<file path="src/sv/chs_pkg.sv">
// chs_pkg: shared types and codes for the chained hash set
// no dependencies
package chs_pkg;

	localparam int KEY_W              = 31;
	localparam int MODE_W             = 2;
	localparam int STATUS_W           = 2;
	localparam int OUT_BUCKET_W       = 3;
	localparam int DEFAULT_BUCKETS    = 8;
	localparam int DEFAULT_POOL_NODES = 256;

	// operation codes
	localparam logic [MODE_W-1:0] MODE_LOOKUP = 2'd0;
	localparam logic [MODE_W-1:0] MODE_INSERT = 2'd1;
	localparam logic [MODE_W-1:0] MODE_REMOVE = 2'd2;

	// result codes
	localparam logic [STATUS_W-1:0] ST_OK      = 2'd0;
	localparam logic [STATUS_W-1:0] ST_ABSENT  = 2'd1;
	localparam logic [STATUS_W-1:0] ST_PRESENT = 2'd2;
	localparam logic [STATUS_W-1:0] ST_FULL    = 2'd3;

	typedef struct packed {
		logic [MODE_W-1:0] mode;
		logic [KEY_W-1:0]  key;
	} req_t;

endpackage

</file>
<file path="src/sv/chs_queue.sv">
// chs_queue: two-entry queue between front and back
// depends on chs_pkg
module chs_queue #(
	parameter int BKW = 3
) (
	input  logic           clk,
	input  logic           arst_n,
	input  logic           push,
	input  chs_pkg::req_t  push_item,
	input  logic [BKW-1:0] push_bucket,
	output logic           full,
	output logic           empty,
	input  logic           pop,
	output chs_pkg::req_t  head_item,
	output logic [BKW-1:0] head_bucket
);
	import chs_pkg::*;

	req_t           item_q   [2];
	logic [BKW-1:0] bucket_q [2];
	logic           wr_q;
	logic           rd_q;
	logic [1:0]     cnt_q;

	assign full        = (cnt_q == 2'd2);
	assign empty       = (cnt_q == 2'd0);
	assign head_item   = item_q[rd_q];
	assign head_bucket = bucket_q[rd_q];

	// pointers and fill count
	always_ff @(posedge clk or negedge arst_n) begin
		if (!arst_n) begin
			wr_q  <= 1'b0;
			rd_q  <= 1'b0;
			cnt_q <= '0;
		end else begin
			if (push) begin
				wr_q <= ~wr_q;
			end
			if (pop) begin
				rd_q <= ~rd_q;
			end
			cnt_q <= cnt_q + {1'b0, push} - {1'b0, pop};
		end
	end

	// entry storage
	always_ff @(posedge clk) begin
		if (push) begin
			item_q[wr_q]   <= push_item;
			bucket_q[wr_q] <= push_bucket;
		end
	end

endmodule

</file>
<file path="config.mk">
export PLATFORM = sky130hd
export DESIGN_NAME = chs_queue
export DESIGN_NICKNAME = d
export VERILOG_FILES = /design/src/sv/chs_pkg.sv /design/src/sv/chs_queue.sv
export SDC_FILE = /design/constraint.sdc
export NUM_CORES = 1
export LEC_CHECK = 0
export BUFFER_PORTS_ARGS = -buffer_cell sky130_fd_sc_hd__clkbuf_2
export CORE_MARGIN = 2
export CORE_UTILIZATION = 54
export CTS_CLUSTER_DIAMETER = 200
export DETAILED_ROUTE_END_ITERATION = 8
export GPL_ROUTABILITY_DRIVEN = 0
export PLACE_DENSITY = 0.93
export SLEW_MARGIN = 25
export SYNTH_ARGS = -nofsm -noshare
export SYNTH_HDL_FRONTEND = slang
export SYNTH_SLANG_ARGS = --single-unit
</file>
<file path="constraint.sdc">
create_clock -name clk -period 4.45 [get_ports clk]
set_clock_uncertainty 0.15 [all_clocks]
set_input_delay 0.445 -clock clk [delete_from_list [all_inputs] [get_ports clk]]
set_output_delay 0.445 -clock clk [all_outputs]
set_load 0.005 [all_outputs]
</file>
==> flow_metrics.tcl, run 1 <==
set metrics [dict create \
    outcome "finished clean" \
    timing.max_cap.violations 0 \
    synth_async_sr_flop_share 0.05263 \
    drive_gt1_frac 0.5917 \
    drt_pass1_iterations 4 \
    die-area_um2 6058 \
    cts.sink_count 76 \
    worstPathArrival_ps 1710 \
    grt_overflow 0 \
    portBuffers 77 \
    yosys_warnings 0 \
    rsz0062_at_grt "false" \
    fp.dieW_um 77.84 \
    synth.top_cells.by_count "edfxtp_1, mux2_4, mux2_2" \
    start_kind "flop" \
    worstPathCellList "mux2_2, clkbuf_2" \
    irDropWorstVdd_v 0.0005106 \
    hp-start "push_item[16]" \
    row_count 26 \
    antenna_left 0 \
    synth.area.top_cells "edfxtp_1, mux2_4, dfrtp_1" \
    syn_inst 127 \
    chipHeight_um 77.84 \
    ys.flop_type "edfxtp_1" \
    leakagePower_nw 1.498 \
    clk_pin_slew_worst_paths_ps 80 \
    p_int_mw 1.686 \
    slew_viol_final 0 \
    cp.required_ps 3860 \
    grt_start_max_net_pins 38 \
    drt_iter0_markers 107 \
    p_seq_frac 0.482 \
    hp-class "in2reg" \
    critPathSlowestCell "dfrtp_4" \
    numCtsBuffers 9 \
    syn_nets 169 \
    post-dp-hpwl_mm 2.890 \
    ioPinCount 78 \
    synth_top_area_frac 0.7344 \
    track_usage 0.1550 \
    wirelength_mm 4.603 \
    whs_endpoint "item_q[0][16]$_DFFE_PP_" \
    start_util 0.5692 \
    critPathMaxFanout 37 \
    end_kind "output port" \
    ys_ff_latch 76 \
    grt_first_pass_wirelength_mm 6.900 \
    max_freq_mhz 434.3 \
    insertion_delay_ps 320 \
    clockBufferDepth 2 \
    final_nets 255 \
    syn_to_final_growth_pct 22.86 \
    powerDensity_nw_per_um2 621.8 \
    worst_pin_slew_ps 869.4 \
    tritoncts "done" \
    critPathMaxStageDelay_ps 840 \
    slew-limit-headroom 0.4204 \
    drc 0 \
    coreArea_um2 5172 \
    synth_seq_area_share 0.7684 \
    holdPathStages 1 \
    finalSetupViolCount 0 \
    r2r_slack_ps 2730 \
    r2r-end "item_q[1][31]$_DFFE_PP_" \
    combPwrFrac 0.255 \
    rr_worst_depth 1 \
    syn_avg_cell_area_um2 23.18 \
    cp.buffers_inverters 1 \
    synth_area_um2 2944 \
    whs_ps 149.4 \
    critPathKind "reg2out" \
    ys_types 13 \
    min_period_ps 2303 \
    setup_ws_ps 2147 \
    post_cts_buffers 0 \
    timing.rr.start "wr_q$_DFFE_PN0P_" \
    root_buffer "clkbuf_8" \
    via_per_inst 4.934 \
    first_global_vias 1473 \
    postCtsResizedCells 0 \
    antenna_found_initial 0 \
    htreeDepth 3 \
    finalHoldViolCount 0 \
    switching_share 0.2503 \
    routedWlPerCell_um 15.98 \
    synth_edf_count 72 \
    pre_cts_ws_ps 2214 \
    path_delay_family "flip-flops" \
    n_antenna_cell 0 \
    yosys.cell_count.top_type "edfxtp_1" \
    num_vias 1421 \
    period_share 0.5175 \
    power.switching_mw 0.5629 \
    synth_top_cell_by_area "edfxtp_1" \
    pwr-share-clk 0.263 \
    fin_tns_setup_ps 0 \
]
[layout by cell type, fill, tap and decap left out, types with 3 or more instances in the layout]
cell type  instances
bufinv_16          3
clkbuf_2          77
clkbuf_8           9
clkinv_1           4
dfrtp_1            3
edfxtp_1          72
mux2_2             7
mux2_4            29
[registers in the layout, indices dropped and copies added, names as in the netlist]
register	cells
rd_q	1
bucket_q	6
item_q	66
wr_q	1
cnt_q	2
[power groups by stage]
stage               registers [mW]  logic, mW  clock network [mW]
floorplan                     1.00      0.496                   0
global placement              1.09      0.562                   0
detailed placement            1.10      0.577                   0
CTS                           1.09      0.580               0.606
global route                  1.10      0.612               0.631
finish                        1.08      0.573               0.592
[logic make-up (layout without fill, tap and decap cells)]
logic type | count (synthesis) | after routing | share of synthesized area
flops | 76 | 76 | 0.7684
simple gates | 4 | 4 | 0.007649
buf+inv | 6 | 97 | 0.02678
xor+xnor | 3 | 3 | 0.01402
mux | 36 | 36 | 0.1747
fa+ha+maj | 2 | 2 | 0.008498
[metal layers]
layer,part of all wire,track usage,wire length [um]
met1,0.39,0.1656,1773
met2,0.56,0.2784,2557
met3,0.043,0.02907,196
met4,0.017,0.1000,76
met5,0,0,0
[timing repair]
item                                    CTS  global route
hold buffers                              1             0
hold endpoints to repair                  4             0
endpoints found under the setup margin    0             0
[worst max path at each step]
stage | depth (start not counted) | endpoint | from | slack [ps]
3_5_place_dp | 2 | head_bucket[1] | rd_q$_DFFE_PN0P_ | 2210
4_1_cts | 2 | head_bucket[1] | rd_q$_DFFE_PN0P_ | 1840
3_3_place_gp | 2 | head_item[0] | rd_q$_DFFE_PN0P_ | 2230
5_1_grt | 2 | head_bucket[1] | rd_q$_DFFE_PN0P_ | 2060
6_report | 2 | head_bucket[1] | rd_q$_DFFE_PN0P_ | 2150
2_1_floorplan | 1 | bucket_q[0][0]$_DFFE_PP_ | push | 1800
[final cells by class]
| cell class | instances | area [um2] |
|---|---|---|
| Inverter | 2 | 7.507 |
| Clock inverter | 7 | 105.1 |
| Clock buffer | 9 | 123.9 |
| Sequential cell | 76 | 2266 |
| Timing Repair Buffer | 79 | 415.4 |
| Tap cell | 70 | 87.58 |
| Multi-Input combinational cell | 45 | 611.8 |
| Fill cell | 341 | 1555 |
[through the flow]
stage	power (mW)	cell area, um2	util	instances
final	2.249	3617	0.6993	288
after global routing	2.347	3617	0.6993	288
after floorplan	1.499	2944	-	127
after global placement	1.654	3356	0.6488	270
after CTS	2.274	3595	0.6950	287
after detailed placement	1.679	3356	0.6488	270
Note: power is estimated with default switching activity, not from simulation.
==> run 2, diff against run 1 <==
- CORE_UTILIZATION: 54 -> 47
- PLACE_DENSITY: 0.93 -> 0.86
- clock period: 4.45 -> 2 ns (I/O delays scaled with it)
==> run 2 against run 1 <==
  * Combinational power rose to 2.8 times the previous value
  * Cell count up 16%
  * Non-clock buffer count up 42
  * Critical endpoint is now head_item[1]
  * Register-to-register slack worse by 2200 ps
  * Sequential share of layout area decreased by 6.0 points
  * Critical path type unchanged
  * Clock-buffer cell count grew 1
==> flow_metrics.tcl, run 2 (synthesis gave the netlist of run 1 again) <==
set metrics [dict create \
    final_cells 335 \
    finalSetupViolCount 0 \
    start_kind "flop" \
    regMostFlops "item_q" \
    drt_pass1_iterations 4 \
    grt_overflow 0 \
    coreArea_um2 5991 \
    met3_length_um 308 \
    slew-limit-headroom 0.7846 \
    n_antenna_cell 0 \
    antenna_left 0 \
    cts.sink_count 76 \
    post-dp-hpwl_mm 3.061 \
    fill_cells 404 \
    leakagePower_nw 1.659 \
    root_buffer "clkbuf_8" \
    final-seq-area_um2 2263 \
    track_usage 0.1552 \
    timing.max_cap.violations 0 \
    finalHoldViolCount 0 \
    wirelength_mm 5.163 \
    htreeDepth 3 \
    row_count 28 \
    die-area_um2 6913 \
    portBuffers 77 \
    clk_pin_slew_worst_paths_ps 70 \
    critPathMaxFanout 14 \
    start_util 0.4914 \
    period_share 0.9174 \
    wl_met2_mm 2.645 \
    routedWlPerCell_um 15.41 \
    drive_gt1_frac 0.5154 \
    powerDensity_nw_per_um2 1227 \
    p_int_mw 3.604 \
    rsz0062_at_grt "false" \
    switching_share 0.2653 \
    first_global_vias 1733 \
    grt_first_pass_wirelength_mm 8.059 \
    pwr-share-clk 0.219 \
    largestRegisters "item_q (66), bucket_q (6), cnt_q (2)" \
    top_layer "met4" \
    largest_reg_flops 66 \
    layout_common_cells "clkbuf_2, edfxtp_1, dlygate4sd3_1" \
    critPathKind "reg2out" \
    insertion_delay_ps 330 \
    irDropWorstVdd_v 0.0007748 \
    slew_viol_final 0 \
    syn_to_final_growth_pct 35.78 \
    power.switching_mw 1.301 \
    fin_tns_setup_ps 0 \
    chipHeight_um 83.15 \
    numCtsBuffers 9 \
    min_period_ps 1835 \
    combPwrFrac 0.327 \
    worstPathArrival_ps 1480 \
    worst_pin_slew_ps 323.1 \
    antenna_found_initial 0 \
    clockBufferDepth 2 \
    cp.required_ps 1650 \
    drc 0 \
    multi_input_area_um2 611.8 \
    p_seq_frac 0.454 \
    max_freq_mhz 545.0 \
    ioPinCount 78 \
    end_kind "output port" \
    dp.cells 280 \
    met1_length_mm 2.118 \
    tritoncts "done" \
    final_nets 297 \
    hp-class "in2async" \
    post_cts_buffers 0 \
    drt_iter0_markers 37 \
    fp.dieW_um 83.15 \
    outcome "finished clean" \
    num_vias 1587 \
    grt_start_max_net_pins 26 \
    layout_commonest_cell "clkbuf_2" \
    via_per_inst 4.737 \
]
==> run 2: cell count changes in the layout (fill, tap and decap cells not counted), moves of 2 or more <==
| cell | change |
|---|---|
| buf_4 | +3 |
| bufinv_16 | -2 |
| clkinv_1 | -2 |
| clkinv_2 | +2 |
| dlygate4sd3_1 | +38 |
==> run 2: timing repair <==
action / CTS / global route
endpoints found under the hold margin: 78 / 0
hold buffers: 39 / 0
gates resized for setup: 0 / 0
==> run 2: through the flow <==
step                      area [um2]  total power, mW  utilization  hold slack [ps]  setup WS [ps]
after detailed placement        3425            3.815       0.5716           -136.3          493.5
after global routing            3998            5.159       0.6673            53.73          98.07
after global placement          3425            3.766       0.5716           -134.9          538.9
after floorplan                 2947            3.333            -           -245.6          82.37
after CTS                       3998            4.954       0.6673            36.77          134.9
final                           3998            4.905       0.6673            55.01          165.1
==> run 2: path summary, 6_finish.rpt <==
| kind | startpoint | to | slack (ps) | cells past startpoint |
|---|---|---|---|---|
| min reg2reg | wr_q$_DFFE_PN0P_ | wr_q$_DFFE_PN0P_ | 400 | 1 |
| max reg2reg | wr_q$_DFFE_PN0P_ | item_q[1][10]$_DFFE_PP_ | 490 | 2 |
| max in group asynchronous | arst_n | rd_q$_DFFE_PN0P_ | 1510 | 2 |
| min in group clk | wr_q$_DFFE_PN0P_ | wr_q$_DFFE_PN0P_ | 400 | 1 |
| min | arst_n | cnt_q[0]$_DFF_PN0_ | 60 | 2 |
| max | rd_q$_DFFE_PN0P_ | head_item[1] | 170 | 3 |
==> run 2: routing by layer <==
| layer | vias up | global-route usage |
|---|---|---|
| met3 | 14 | 0.03877 |
| li1 | 753 | - |
| met2 | 74 | 0.2720 |
| met1 | 746 | 0.1766 |
| met4 | 0 | 0.07601 |
| met5 | - | 0 |
==> run 2: final cells by class <==
type	instances	area share
clock inverter	6	0.01377
multi-input combinational	45	0.1531
inverter	2	0.001878
sequential	76	0.5662
timing repair buffer	121	0.2097
tap	75	0.02347
clock buffer	10	0.03192
==> run 2: worst max-delay path, cell delays in order (launching register included) <==
cell and delay [ps]:
dfrtp_2 390, buf_4 280, mux2_2 370, clkbuf_2 110
==> run 2: power by group through the flow <==
stage | logic [mW] | registers (mW) | clock network (mW)
detailed placement | 1.55 | 2.26 | 0
global route | 1.73 | 2.25 | 1.18
floorplan | 1.11 | 2.23 | 0
global placement | 1.53 | 2.24 | 0
CTS | 1.62 | 2.23 | 1.10
finish | 1.60 | 2.23 | 1.08
==> run 3, diff against run 2 <==
- ABC_AREA: not set -> 0
- SETUP_SLACK_MARGIN: not set -> 0.5
==> run 3 against run 2 <==
  * Utilization is 0.88 points higher
  * Sequential share of layout area is 0.67 points lower
  * Clock-buffer cell count up 2
  * Fmax rose by 1.6%
  * Non-clock buffer count grew 9
  * Critical path depth is the same
==> flow_metrics.tcl, run 3 (synthesis gave the netlist of run 1 again) <==
set metrics [dict create \
    insertion_delay_ps 330 \
    clockBufferDepth 2 \
    period_share 0.9034 \
    wirelength_mm 5.186 \
    max_freq_mhz 553.5 \
    coreArea_um2 5991 \
    hp-class "in2async" \
    tritoncts "done" \
    ioPinCount 78 \
    critPathMaxFanout 19 \
    switching_share 0.2647 \
    critPathSlowestCell "dfrtp_4" \
    min_period_ps 1807 \
    rsz0062_at_grt "true" \
    cts.sink_count 76 \
    track_usage 0.1543 \
    worstPathCellList "buf_12, mux2_4, clkbuf_2" \
    finalHoldViolCount 0 \
    via_per_inst 4.732 \
    timing.rr.start "wr_q$_DFFE_PN0P_" \
    syn_to_final_growth_pct 37.57 \
    layout_common_cells "clkbuf_2, edfxtp_1, dlygate4sd3_1" \
    row_count 28 \
    pwr-share-clk 0.188 \
    drt_pass1_iterations 4 \
    p_seq_frac 0.462 \
    powerDensity_nw_per_um2 1198 \
    combPwrFrac 0.350 \
    layout_commonest_cell "clkbuf_2" \
    power.switching_mw 1.285 \
    grt_overflow 0 \
    p_int_mw 3.569 \
    fin_tns_setup_ps 0 \
    end_kind "output port" \
    start_kind "flop" \
    timing.max_cap.violations 0 \
    critPathLaunch "rd_q$_DFFE_PN0P_" \
    r2r_slack_ps 610 \
    antenna_left 0 \
    die-area_um2 6913 \
    critPathKind "reg2out" \
    slew_viol_final 0 \
    root_buffer "clkbuf_8" \
    cp.buffers_inverters 2 \
    critPathMaxStageDelay_ps 520 \
    cp-endpoint "head_item[19]" \
    drc 0 \
    grt_start_max_net_pins 37 \
    leakagePower_nw 1.696 \
    finalSetupViolCount 0 \
    regMostFlops "item_q" \
    post-dp-hpwl_mm 3.107 \
    portBuffers 77 \
    final_nets 306 \
    htreeDepth 3 \
    irDropWorstVdd_v 0.0008441 \
    slew-limit-headroom 0.8321 \
    n_antenna_cell 0 \
    drt_iter0_markers 71 \
    first_global_vias 1751 \
    clk_pin_slew_worst_paths_ps 60 \
    largest_reg_flops 66 \
    path_delay_family "flip-flops" \
    grt_first_pass_wirelength_mm 8.031 \
    num_vias 1623 \
    r2r-end "item_q[0][22]$_DFFE_PP_" \
    crit_cells 3 \
    largestRegisters "item_q (66), bucket_q (6), cnt_q (2)" \
    outcome "finished clean" \
    antenna_found_initial 0 \
    final_core_util 0.6761 \
    rr_worst_depth 2 \
    numCtsBuffers 9 \
    fp.dieW_um 83.15 \
    worstPathArrival_ps 1460 \
    worst_pin_slew_ps 251.4 \
    routedWlPerCell_um 15.12 \
    chipHeight_um 83.15 \
    drive_gt1_frac 0.5261 \
    cp.required_ps 1650 \
    start_util 0.4914 \
]
run 3: routing by layer:
| metal | up-vias | track usage | routed length (um) |
|---|---|---|---|
| li1 | 766 | - | - |
| met1 | 776 | 0.1574 | 1911 |
| met2 | 72 | 0.2859 | 2805 |
| met3 | 9 | 0.04771 | 377 |
| met4 | 0 | 0.07004 | 91 |
| met5 | - | 0 | 0 |
run 3: timing repair:
action                     CTS  global route
setup endpoints to repair   36            58
hold buffers                40             0
gates resized for setup      1             0
hold endpoints to repair    78             0
setup buffers                3             6
run 3: stage by stage:
step           area, um2  worst slack (ps)  power, mW  hold WS [ps]  cells
2_1_floorplan       2953             469.0      3.336        -245.6    127
3_3_place_gp        3430             338.5      3.775        -137.9    279
3_5_place_dp        3430             337.7      3.824        -136.6    279
4_1_cts             4005             170.6      4.853         40.31    337
5_1_grt             4050             151.0      5.114         95.69    343
6_report            4050             193.2      4.853         73.20    343
run 3: final cells by class:
type	instances	area (um2)
repair buffers	130	920.9
well taps	75	93.84
multi-input cells	45	611.8
inverters	2	7.507
clock buffers	12	135.1
flip-flops and latches	76	2266
fillers	405	1941
clock inverters	3	15.01
run 3: worst min-delay path by stage:
stage	depth (start not counted)	start	slack, ps	to
CTS	2	arst_n	40	wr_q$_DFFE_PN0P_
floorplan	0	arst_n	-250	cnt_q[0]$_DFF_PN0_
detailed placement	1	arst_n	-140	wr_q$_DFFE_PN0P_
global placement	1	arst_n	-140	cnt_q[0]$_DFF_PN0_
global route	2	arst_n	100	cnt_q[0]$_DFF_PN0_
finish	2	arst_n	70	cnt_q[0]$_DFF_PN0_
run 3: power by group through the flow:
| stage | clock (mW) | combinational (mW) | sequential, mW |
|---|---|---|---|
| 5_1_grt | 1.02 | 1.82 | 2.27 |
| 3_3_place_gp | 0 | 1.48 | 2.30 |
| 4_1_cts | 0.941 | 1.66 | 2.25 |
| 6_report | 0.912 | 1.70 | 2.24 |
| 2_1_floorplan | 0 | 1.11 | 2.23 |
| 3_5_place_dp | 0 | 1.50 | 2.32 |
