`config.mk`:
```
export PLATFORM = sky130hd
export DESIGN_NAME = chs_front_flat
export DESIGN_NICKNAME = d
export VERILOG_FILES = /design/src/sv/chs_pkg.sv /design/src/sv/chs_req_if.sv /design/src/sv/chs_front.sv /design/src/flat_wrapper.sv
export SDC_FILE = /design/constraint.sdc
export NUM_CORES = 1
export LEC_CHECK = 0
export ABC_CLOCK_PERIOD_IN_PS = 2900
export BUFFER_PORTS_ARGS = -buffer_cell sky130_fd_sc_hd__buf_2
export CAP_MARGIN = 20
export CORE_MARGIN = 2
export CORE_UTILIZATION = 35
export DETAILED_ROUTE_END_ITERATION = 8
export HOLD_SLACK_MARGIN = 0.03
export SLEW_MARGIN = 0
export SYNTH_ARGS = -nofsm -noshare
export SYNTH_HDL_FRONTEND = slang
export SYNTH_SLANG_ARGS = --single-unit
```
`constraint.sdc`:
```
create_clock -name clk -period 2.9 [get_ports clk]
set_clock_uncertainty 0.1 [all_clocks]
set_input_delay 0.29 -clock clk [delete_from_list [all_inputs] [get_ports clk]]
set_output_delay 0.29 -clock clk [all_outputs]
set_load 0.005 [all_outputs]
```
`src/sv/chs_pkg.sv`:
```
// chs_pkg: shared types and codes for the chained hash set
// no dependencies
package chs_pkg;

	localparam int KEY_W              = 31;
	localparam int MODE_W             = 2;
	localparam int STATUS_W           = 2;
	localparam int OUT_BUCKET_W       = 3;
	localparam int DEFAULT_BUCKETS    = 8;
	localparam int DEFAULT_POOL_NODES = 256;

	// operation codes
	localparam logic [MODE_W-1:0] MODE_LOOKUP = 2'd0;
	localparam logic [MODE_W-1:0] MODE_INSERT = 2'd1;
	localparam logic [MODE_W-1:0] MODE_REMOVE = 2'd2;

	// result codes
	localparam logic [STATUS_W-1:0] ST_OK      = 2'd0;
	localparam logic [STATUS_W-1:0] ST_ABSENT  = 2'd1;
	localparam logic [STATUS_W-1:0] ST_PRESENT = 2'd2;
	localparam logic [STATUS_W-1:0] ST_FULL    = 2'd3;

	typedef struct packed {
		logic [MODE_W-1:0] mode;
		logic [KEY_W-1:0]  key;
	} req_t;

endpackage

```
`src/sv/chs_req_if.sv`:
```
// chs_req_if: request channel (mode, key) with valid/ready
// depends on chs_pkg
interface chs_req_if;
	import chs_pkg::*;

	logic                valid;
	logic                ready;
	logic [MODE_W-1:0]   mode;
	logic [KEY_W-1:0]    key;

	modport source (output valid, output mode, output key, input ready);
	modport sink   (input valid, input mode, input key, output ready);
endinterface

```
`src/sv/chs_front.sv`:
```
// chs_front: accepts requests and reduces the key to its bucket, one digit a cycle
// depends on chs_pkg, chs_req_if
module chs_front #(
	parameter int BUCKETS = 8,
	parameter int BKW = (BUCKETS > 1) ? $clog2(BUCKETS) : 1
) (
	input  logic                 clk,
	input  logic                 arst_n,
	chs_req_if.sink              req,
	input  logic                 hold,
	input  logic                 q_full,
	output logic                 push,
	output chs_pkg::req_t        push_item,
	output logic [BKW-1:0]       push_bucket
);
	import chs_pkg::*;

	localparam int DIG    = 4;
	localparam int DIGITS = (KEY_W + DIG - 1) / DIG;
	localparam int SHW    = DIGITS * DIG;
	localparam int CW     = $clog2(DIGITS + 1);

	logic           busy_q;
	logic [CW-1:0]  cnt_q;
	logic [SHW-1:0] sh_q;
	logic [BKW-1:0] rem_q;
	req_t           item_q;
	logic [BKW:0]   rem_next;
	logic           done;
	logic           accept;

	// four remainder steps on the next key digit
	always_comb begin
		rem_next = {1'b0, rem_q};
		for (int i = 0; i < DIG; i++) begin
			rem_next = {rem_next[BKW-1:0], sh_q[SHW-1-i]};
			if (rem_next >= (BKW+1)'(BUCKETS)) begin
				rem_next = rem_next - (BKW+1)'(BUCKETS);
			end
		end
	end

	assign done        = busy_q && (cnt_q == CW'(DIGITS));
	assign push        = done && !q_full;
	assign push_item   = item_q;
	assign push_bucket = rem_q;
	assign req.ready   = (!busy_q || push) && !hold;
	assign accept      = req.valid && req.ready;

	// request capture and digit sequencing
	always_ff @(posedge clk or negedge arst_n) begin
		if (!arst_n) begin
			busy_q <= 1'b0;
			cnt_q  <= '0;
		end else if (accept) begin
			busy_q <= 1'b1;
			cnt_q  <= '0;
		end else if (push) begin
			busy_q <= 1'b0;
		end else if (busy_q && !done) begin
			cnt_q <= cnt_q + 1'b1;
		end
	end

	// key shifter and running remainder
	always_ff @(posedge clk) begin
		if (accept) begin
			sh_q        <= SHW'(req.key);
			rem_q       <= '0;
			item_q.mode <= req.mode;
			item_q.key  <= req.key;
		end else if (busy_q && !done) begin
			sh_q  <= sh_q << DIG;
			rem_q <= rem_next[BKW-1:0];
		end
	end

endmodule

```
`src/flat_wrapper.sv`:
```
// flat-port wrapper written by rule: the top's interface ports become plain ports
module chs_front_flat import chs_pkg::*;
#(
	parameter int BUCKETS = 8,
	parameter int BKW = (BUCKETS > 1) ? $clog2(BUCKETS) : 1
)
  (clk, arst_n, hold, q_full, push, push_item, push_bucket, req_valid, req_mode, req_key, req_ready);
  chs_req_if req_i ();
  input  logic clk;
  input  logic arst_n;
  input  logic hold;
  input  logic q_full;
  output logic push;
  output chs_pkg::req_t push_item;
  output logic [BKW-1:0] push_bucket;
  input wire logic [$bits(req_i.valid)-1:0] req_valid;
  input wire logic [$bits(req_i.mode)-1:0] req_mode;
  input wire logic [$bits(req_i.key)-1:0] req_key;
  output wire logic [$bits(req_i.ready)-1:0] req_ready;
  assign req_i.valid = req_valid;
  assign req_i.mode = req_mode;
  assign req_i.key = req_key;
  assign req_ready = req_i.ready;
  chs_front #(.BUCKETS(BUCKETS), .BKW(BKW)) u_core (.clk(clk), .arst_n(arst_n), .req(req_i), .hold(hold), .q_full(q_full), .push(push), .push_item(push_item), .push_bucket(push_bucket));
endmodule
```
==> impl_metrics.yaml, run 1 <==
outcome:
  outcome: "finished clean"
timing:
  min_period_ps: 2230
  finalSetupViolCount: 0
  hold-worst-slack_ps: 48.2
  finalCritPeriodShare_pct: 76.7
  worst_pin_slew_ps: 669
  fmax_mhz: 449
  rsz0062_at_grt: "false"
  relSlewSlack_pct: 55.0
  hold_viol: 0
  finalSetupTns_ps: 0
  slew_viol_final: 0
layout:
  diodes: 0
  drive_gt1_share_pct: 50.4
  seq_area_mm2: 0.00190
  fin_area_mm2: 0.00338
  area_delta_synth_final_pct: 34.1
  fin_cells: 330
  final_core_util_pct: 49.3
  multi_input_area_um2: 577
  nNetsFinal: 269
  fillers: 606
drt:
  vias_per_cell: 4.44
  vias: 1466
  drc: 0
  drtIter0Drc: 65
  ant_nets: 0
  wl_mm: 4.47
  drt_pass1_iterations: 4
  wl_per_cell_um: 13.5
pwr:
  p_sw_mw: 0.749
  p_int_mw: 2.22
  combPwrFrac_pct: 22.6
  switching_share_pct: 25.2
  p_leak_nw: 1.38
  power_density_mw_per_mm2: 877
  power_frac_seq_pct: 50.2
  clockPowerShare_pct: 27.2
  ir_drop_mv: 0.393
clock_network:
  path_clk_slew_ps: 70
  clkLatencyLatePin_ps: 330
  cts.sinks: 65
  clock_path_buffers: 2
  clock-root-buffer: "clkbuf_8"
  h-tree-depth: 3
  cts_tree: "built"
  cts_made_buffers: 9
synthesis:
  syn_area_per_cell_um2: 19.9
  syn-num-nets: 167
  synthCells: 127
  synth_seq_area_share_pct: 75.2
  synth-main-ff-cell: "edfxtp_1"
  synth-edff-count: 57
  ys_warn_count: 0
  synth-async-reset-ratio_pct: 7.69
  synth_cell_types: 27
  synth_area_mm2: 0.00252
  ys_seq_elements: 65
worst_setup_path:
  worstPathArrival_ps: 2210
  rr_startpoint: "u_core.cnt_q[0]"
  critPathMaxFanout: 32
  reg2reg_depth: 6
  r2r-end: "u_core.sh_q[20]"
  reg2reg_slack_ps: 670
  crit_type: "register to register"
  setup.worst_path.end_class: "register"
  cp-start-kind: "register"
  crit_required_ps: 2880
die:
  pin_count: 76
  dieArea_mm2: 0.00791
  start_util_pct: 36.7
  fp.dieW_um: 88.9
  core_mm2: 0.00687
  die_h_um: 88.9
  num_rows: 30
global_route:
  gr-usage-all-layers_pct: 11.9
  grt_pass1_wl_mm: 6.81
  grt_max_degree: 33
  grt_pass1_vias: 1423
  grt_overflow: 0
  antenna_found_initial: 1
worst_hold_path:
  holdPathEnd: "u_core.push_item[22]"
  hp-class: "primary input to register"
  hold_path_startpoint: "req_key[22]"
  holdPathStages: 1
place:
  placed_cells: 298
  io_buffers: 75
  place_congestion: 0.753
  place_hpwl_mm: 2.90
  dpl_cell_area_mm2: 0.00302
flow_run:
  maxCapViolCount: 0
state kept, by name, indices dropped and copies added (netlist names):
register and flops:
u_core.cnt_q 4, u_core.busy_q 1, u_core.push_bucket 3, u_core.push_item 33
u_core.sh_q 24
worst max-delay path, cell delays in order, from the launching register on:
cell       delay, ps
dfrtp_1          440
inv_1             80
ha_1             240
nand4bb_4        150
a21oi_4          170
buf_4            400
mux2_2           380
power groups by stage:
stage	sequential, mW	clock, mW	combinational (mW)
detailed placement	1.51	0	0.666
CTS	1.49	0.826	0.684
floorplan	1.47	0	0.478
global route	1.52	0.868	0.755
finish	1.49	0.808	0.670
global placement	1.50	0	0.643
synth_stat cells (2+ instances only):
cell type / number / area share [%]
edfxtp_1: 57 / 68
mux2_4: 15 / 8.9
mux2_2: 6 / 2.7
o2bb2ai_1: 6 / 2.1
dfrtp_1: 5 / 5.0
nor2_1: 5 / 0.74
a22oi_1: 4 / 1.2
and2_1: 3 / 0.74
dfxtp_1: 3 / 2.4
inv_1: 3 / 0.45
ha_1: 2 / 0.99
nand2_1: 2 / 0.30
nand2b_1: 2 / 0.50
placed cells by master, fill, tap and decap left out, types with 3 or more instances in the layout:
cell type       n
buf_2          75
edfxtp_1       57
dlygate4sd3_1  16
mux2_4         15
clkbuf_8        9
mux2_2          6
o2bb2ai_1       6
nor2_1          5
dfrtp_1         5
a22oi_1         4
inv_1           3
and2_1          3
dfxtp_1         3
worst max-delay path by stage:
stage	from	end	slack (ps)	depth (start not counted)
detailed placement	u_core.cnt_q[0]	u_core.sh_q[20]	670	6
floorplan	u_core.cnt_q[0]	u_core.sh_q[12]	800	6
CTS	u_core.cnt_q[0]	u_core.sh_q[20]	660	6
finish	u_core.cnt_q[0]	u_core.sh_q[20]	670	6
global placement	u_core.cnt_q[0]	u_core.sh_q[20]	720	6
global route	u_core.cnt_q[0]	u_core.sh_q[20]	540	6
routing by layer:
metal | wire length, µm | vias to the layer above | GRT usage [%]
li1 | - | 699 | -
met1 | 1950 | 684 | 14.8
met2 | 2040 | 70 | 18.1
met3 | 414 | 11 | 5.54
met4 | 46 | 2 | 4.55
met5 | 13 | - | 0
cells by family after synthesis:
group,synth area share [%]
xor+xnor,0.347
buf+inv,1.98
mux,12.0
compound gates,4.71
fa+ha+maj,0.991
flops,75.2
simple gates,4.81
timing repair:
item,CTS,global route
hold buffers,13,3
hold endpoints to repair,17,3
buffers inserted,0,0
resized for setup,0,0
setup endpoints to repair,0,0
per-stage QoR:
stage          power [mW]  worst slack (ps)
2_1_floorplan        1.95               797
3_3_place_gp         2.14               722
3_5_place_dp         2.17               666
4_1_cts              3.00               665
5_1_grt              3.14               543
6_report             2.97               675
layout make-up:
class | count | share of cell area (%)
multi-input combinational | 56 | 17.0
timing repair buffer | 94 | 16.9
inverter | 3 | 0.333
tap | 96 | 3.55
clock buffer | 9 | 3.66
sequential | 65 | 56.0
clock inverter | 7 | 2.51
(Power assumes the default switching activity.)
==> run 2, diff against run 1 <==
- ABC_CLOCK_PERIOD_IN_PS: 2900 -> 2000
- clock period: 2.9 -> 2 ns (I/O delays scaled with it)
==> run 2 against run 1 <==
Net effect: count of clock-buffer cells in the layout grew 3; total power rose by 43%; critical path type unchanged; sequential share of layout area fell by 3.9 points; utilization up 3.6 points; combinational power grew 63%; first-iteration DRC count decreased by 9.2%; register-to-register slack lost 590 ps; sequential cell count unchanged; maximum frequency up 16%.
==> impl_metrics.yaml, run 2 (synthesized netlist as in run 1, its figures left out) <==
worst_setup_path:
  crit_required_ps: 1980
  crit_path_end: "u_core.sh_q[17]"
  worstPathArrival_ps: 1900
  critPathMaxFanout: 21
  reg2reg_slack_ps: 80
  cp_slowest_cell: "dfrtp_1"
  crit_type: "register to register"
  path_cells: "inv_1 -> ha_4 -> nand4bb_4 -> a21oi_4 -> buf_12 -> mux2_2"
  rr_startpoint: "u_core.cnt_q[1]"
  cp-start-kind: "register"
  setup.worst_path.end_class: "register"
  r2r-end: "u_core.sh_q[17]"
  cpPeakStageDelay_ps: 380
  cpLargestDelayFamily: "flip-flops"
  worst-path-buf-inv: 2
  crit_start: "u_core.cnt_q[1]"
  worst-path-stages: 6
  reg2reg_depth: 6
clock_network:
  clkLatencyLatePin_ps: 330
  cts_resized: 0
  cts_made_buffers: 9
  h-tree-depth: 3
  clock_path_buffers: 2
  path_clk_slew_ps: 70
  cts.sinks: 65
  clock-root-buffer: "clkbuf_8"
  cts_tree: "built"
global_route:
  gr-usage-all-layers_pct: 13.0
  grt_pass1_vias: 1550
  antenna_found_initial: 0
  grt_pass1_wl_mm: 7.51
  grt_overflow: 0
  grt_max_degree: 28
timing:
  rsz0062_at_grt: "false"
  hold_viol: 0
  fmax_mhz: 522
  slew_viol_final: 0
  worst_pin_slew_ps: 338
  min_period_ps: 1920
  setup_slack_ps: 82.7
  relSlewSlack_pct: 77.5
  finalSetupViolCount: 0
  hold-worst-slack_ps: 114
  finalCritPeriodShare_pct: 95.9
  finalSetupTns_ps: 0
layout:
  largest_reg_flops: 33
  layout_commonest_cell: "buf_2"
  final_cell_mix: "75 x buf_2, 57 x edfxtp_1, 34 x dlygate4sd3_1"
  drive_gt1_share_pct: 49.0
  diodes: 0
  fin_cells: 355
  final_core_util_pct: 52.9
  nNetsFinal: 294
  area_delta_synth_final_pct: 44.0
worst_hold_path:
  hp-class: "primary input to async pin"
place:
  place_congestion: 0.738
  preCtsSetupSlack_ps: 63.1
  io_buffers: 75
  place_hpwl_mm: 2.93
  placed_cells: 303
die:
  dieArea_mm2: 0.00791
  die_h_um: 88.9
  core_mm2: 0.00687
  start_util_pct: 36.7
  pin_count: 76
  num_rows: 30
  fp.dieW_um: 88.9
pwr:
  ir_drop_mv: 0.462
  power_density_mw_per_mm2: 1170
  p_leak_nw: 1.48
drt:
  vias: 1549
  vias_per_cell: 4.36
  drc: 0
  wl_per_cell_um: 13.3
  drt_pass1_iterations: 4
  drtIter0Drc: 59
  ant_nets: 0
  wl_mm: 4.71
flow_run:
  maxCapViolCount: 0
outcome:
  outcome: "finished clean"
[run 2: cell types whose count changed in the layout (fill, tap and decap cells not counted), sizes merged]
cell,before,now
dlygate4sd3,16,34
clkinv,4,2
clkbuf,9,13
bufinv,2,0
buf,78,84
clkinvlp,1,2
[run 2: worst min path at each step]
| stage | startpoint | to | slack (ps) | cells past startpoint |
|---|---|---|---|---|
| 2_1_floorplan | arst_n | u_core.busy_q | -200 | 0 |
| 3_3_place_gp | arst_n | u_core.cnt_q[1] | -70 | 1 |
| 3_5_place_dp | arst_n | u_core.cnt_q[1] | -70 | 1 |
| 4_1_cts | arst_n | u_core.cnt_q[0] | 110 | 2 |
| 5_1_grt | arst_n | u_core.cnt_q[0] | 110 | 2 |
| 6_report | arst_n | u_core.cnt_q[0] | 110 | 2 |
[run 2: stage by stage]
stage | total power [mW] | area [µm²]
after floorplan | 2.86 | 2540
after detailed placement | 3.21 | 3080
after CTS | 4.30 | 3600
after global placement | 3.17 | 3080
after global routing | 4.53 | 3630
final | 4.24 | 3630
[run 2: final cells by class]
| class | instances | area, µm² |
|---|---|---|
| multi-input combinational | 56 | 589 |
| sequential | 65 | 1900 |
| inverter | 3 | 11.3 |
| tap | 96 | 120 |
| fill | 586 | 3230 |
| timing repair buffer | 119 | 833 |
| clock inverter | 4 | 28.8 |
| clock buffer | 12 | 155 |
[run 2: layer usage]
layer  track usage, %  share of wire [%]
met1             17.0                 45
met4             4.96               0.74
met2             19.7                 48
met5                0                  0
met3             4.99                6.6
[run 2: what timing repair did]
action	4_1_cts	5_1_grt
setup endpoints to repair	0	3
hold buffers	34	0
setup buffers	0	1
endpoints found under the hold margin	38	0
[run 2: power by group]
part	leakage, nW	switching, mW	internal [mW]
clock network	0.0886	0.493	0.518
registers	0.646	0.161	1.98
logic	0.749	0.459	0.635
total	1.48	1.11	3.13
==> run 3, diff against run 2 <==
==> constraint.sdc (replaced) <==
create_clock -name clk -period 2 [get_ports clk]
set_clock_uncertainty 0.1 [all_clocks]
set_input_delay 0.3 -clock clk [delete_from_list [all_inputs] [get_ports clk]]
set_output_delay 0.3 -clock clk [all_outputs]
set_load 0.005 [all_outputs]
==> run 3 against run 2 <==
Net effect: total power decreased by 0.20%; first-iteration DRC count fell by 5.1%; via count down 7.7%; sequential share of layout area grew 5.1 points; critical path depth unchanged; worst setup slack lost 1.2 ps; final cell count down 9.0%; critical path type unchanged; largest power group unchanged; highest routed layer is now met5.
==> impl_metrics.yaml, run 3 (synthesized netlist as in run 1, its figures left out) <==
worst_setup_path:
  path_cells: "inv_1 -> ha_4 -> nand4bb_4 -> a21oi_4 -> buf_12 -> mux2_2"
  crit_required_ps: 1980
  cpPeakStageDelay_ps: 380
  worstPathArrival_ps: 1900
  cp_slowest_cell: "dfrtp_1"
  critPathMaxFanout: 21
  worst-path-buf-inv: 2
  crit_type: "register to register"
  setup.worst_path.end_class: "register"
  cpLargestDelayFamily: "flip-flops"
  cp-start-kind: "register"
die:
  fp.dieW_um: 88.9
  dieArea_mm2: 0.00791
  die_h_um: 88.9
  start_util_pct: 36.7
  num_rows: 30
  core_mm2: 0.00687
  pin_count: 76
worst_hold_path:
  hp-class: "primary input to register"
place:
  dpl_cell_area_mm2: 0.00309
  place_congestion: 0.750
  place_hpwl_mm: 2.93
  io_buffers: 75
  preCtsSetupSlack_ps: 68.9
drt:
  vias: 1429
  drt_pass1_iterations: 3
  ant_nets: 0
  drtIter0Drc: 56
  wl_mm: 4.38
  vias_per_cell: 4.42
  wl_per_cell_um: 13.5
  drc: 0
timing:
  setup_slack_ps: 81.5
  hold_viol: 0
  finalSetupViolCount: 0
  min_period_ps: 1920
  relSlewSlack_pct: 76.5
  finalSetupTns_ps: 0
  finalCritPeriodShare_pct: 95.9
  fmax_mhz: 521
  slew_viol_final: 0
  worst_pin_slew_ps: 353
layout:
  diodes: 0
  fin_area_mm2: 0.00331
  largest_reg_flops: 33
  nNetsFinal: 262
  fillers: 612
  layout_commonest_cell: "buf_2"
  area_delta_synth_final_pct: 31.1
  final_cell_mix: "75 x buf_2, 57 x edfxtp_1, 15 x mux2_4"
  drive_gt1_share_pct: 54.6
global_route:
  gr-usage-met3_pct: 4.89
  grt_pass1_wl_mm: 6.77
  gr-usage-all-layers_pct: 11.7
  grt_max_degree: 28
  grt_pass1_vias: 1400
  top_usage_layer: "met2"
  grt_overflow: 0
  use_met1_pct: 15.4
  use_met2_pct: 16.8
  antenna_found_initial: 1
clock_network:
  clock-root-buffer: "clkbuf_8"
  cts.sinks: 65
  h-tree-depth: 3
  path_clk_slew_ps: 70
  clkLatencyLatePin_ps: 320
  clock_path_buffers: 2
  cts_tree: "built"
  cts_made_buffers: 9
flow_run:
  maxCapViolCount: 0
pwr:
  power_density_mw_per_mm2: 1280
  p_leak_nw: 1.35
  ir_drop_mv: 0.464
outcome:
  outcome: "finished clean"
run 3: timing repair:
item | 4_1_cts | 5_1_grt
endpoints found under the setup margin | 0 | 4
gates resized for setup | 0 | 1
hold endpoints to repair | 5 | 0
buffers inserted | 0 | 1
hold buffers | 1 | 0
run 3: layout make-up:
type,instances,area (µm²),share of cell area [%]
timing repair buffer,87,510,15.4
sequential,65,1900,57.3
inverter,3,11.3,0.340
clock inverter,3,41.3,1.25
clock buffer,13,139,4.20
tap,96,120,3.63
multi-input combinational,56,591,17.8
run 3: worst paths after layout:
| check | from | endpoint | slack (ps) | cells after the start |
|---|---|---|---|---|
| worst max-delay path | u_core.cnt_q[1] | u_core.sh_q[17] | 80 | 6 |
| worst min-delay path | req_mode[0] | u_core.push_item[31] | 50 | 1 |
| worst max register to register | u_core.cnt_q[1] | u_core.sh_q[17] | 80 | 6 |
| worst min register to register | u_core.push_bucket[1] | u_core.push_bucket[1] | 390 | 1 |
| max in group asynchronous | arst_n | u_core.cnt_q[2] | 1420 | 2 |
| min in group asynchronous | arst_n | u_core.cnt_q[3] | 230 | 2 |
run 3: layer usage:
layer | part of all wire (%) | vias to the layer above | wire length (µm)
met5 | 0.23 | - | 10
met3 | 8.2 | 10 | 361
met4 | 1.6 | 2 | 68
met2 | 43 | 62 | 1900
met1 | 46 | 670 | 2030
li1 | - | 685 | -
run 3: stage by stage:
step | std cells | power, mW | utilization [%] | hold WS [ps]
3_3_place_gp | 304 | 3.17 | 44.9 | 29.9
4_1_cts | 321 | 4.27 | 47.7 | 31.1
6_report | 323 | 4.23 | 48.2 | 50.4
2_1_floorplan | 127 | 2.86 | - | -95.6
3_5_place_dp | 304 | 3.22 | 44.9 | 34.9
5_1_grt | 323 | 4.48 | 48.2 | 36.9
run 3: where the power goes:
part / internal, mW / switching (mW)
logic: 0.600 / 0.461
registers: 1.98 / 0.167
clock network: 0.574 / 0.454
total: 3.15 / 1.08
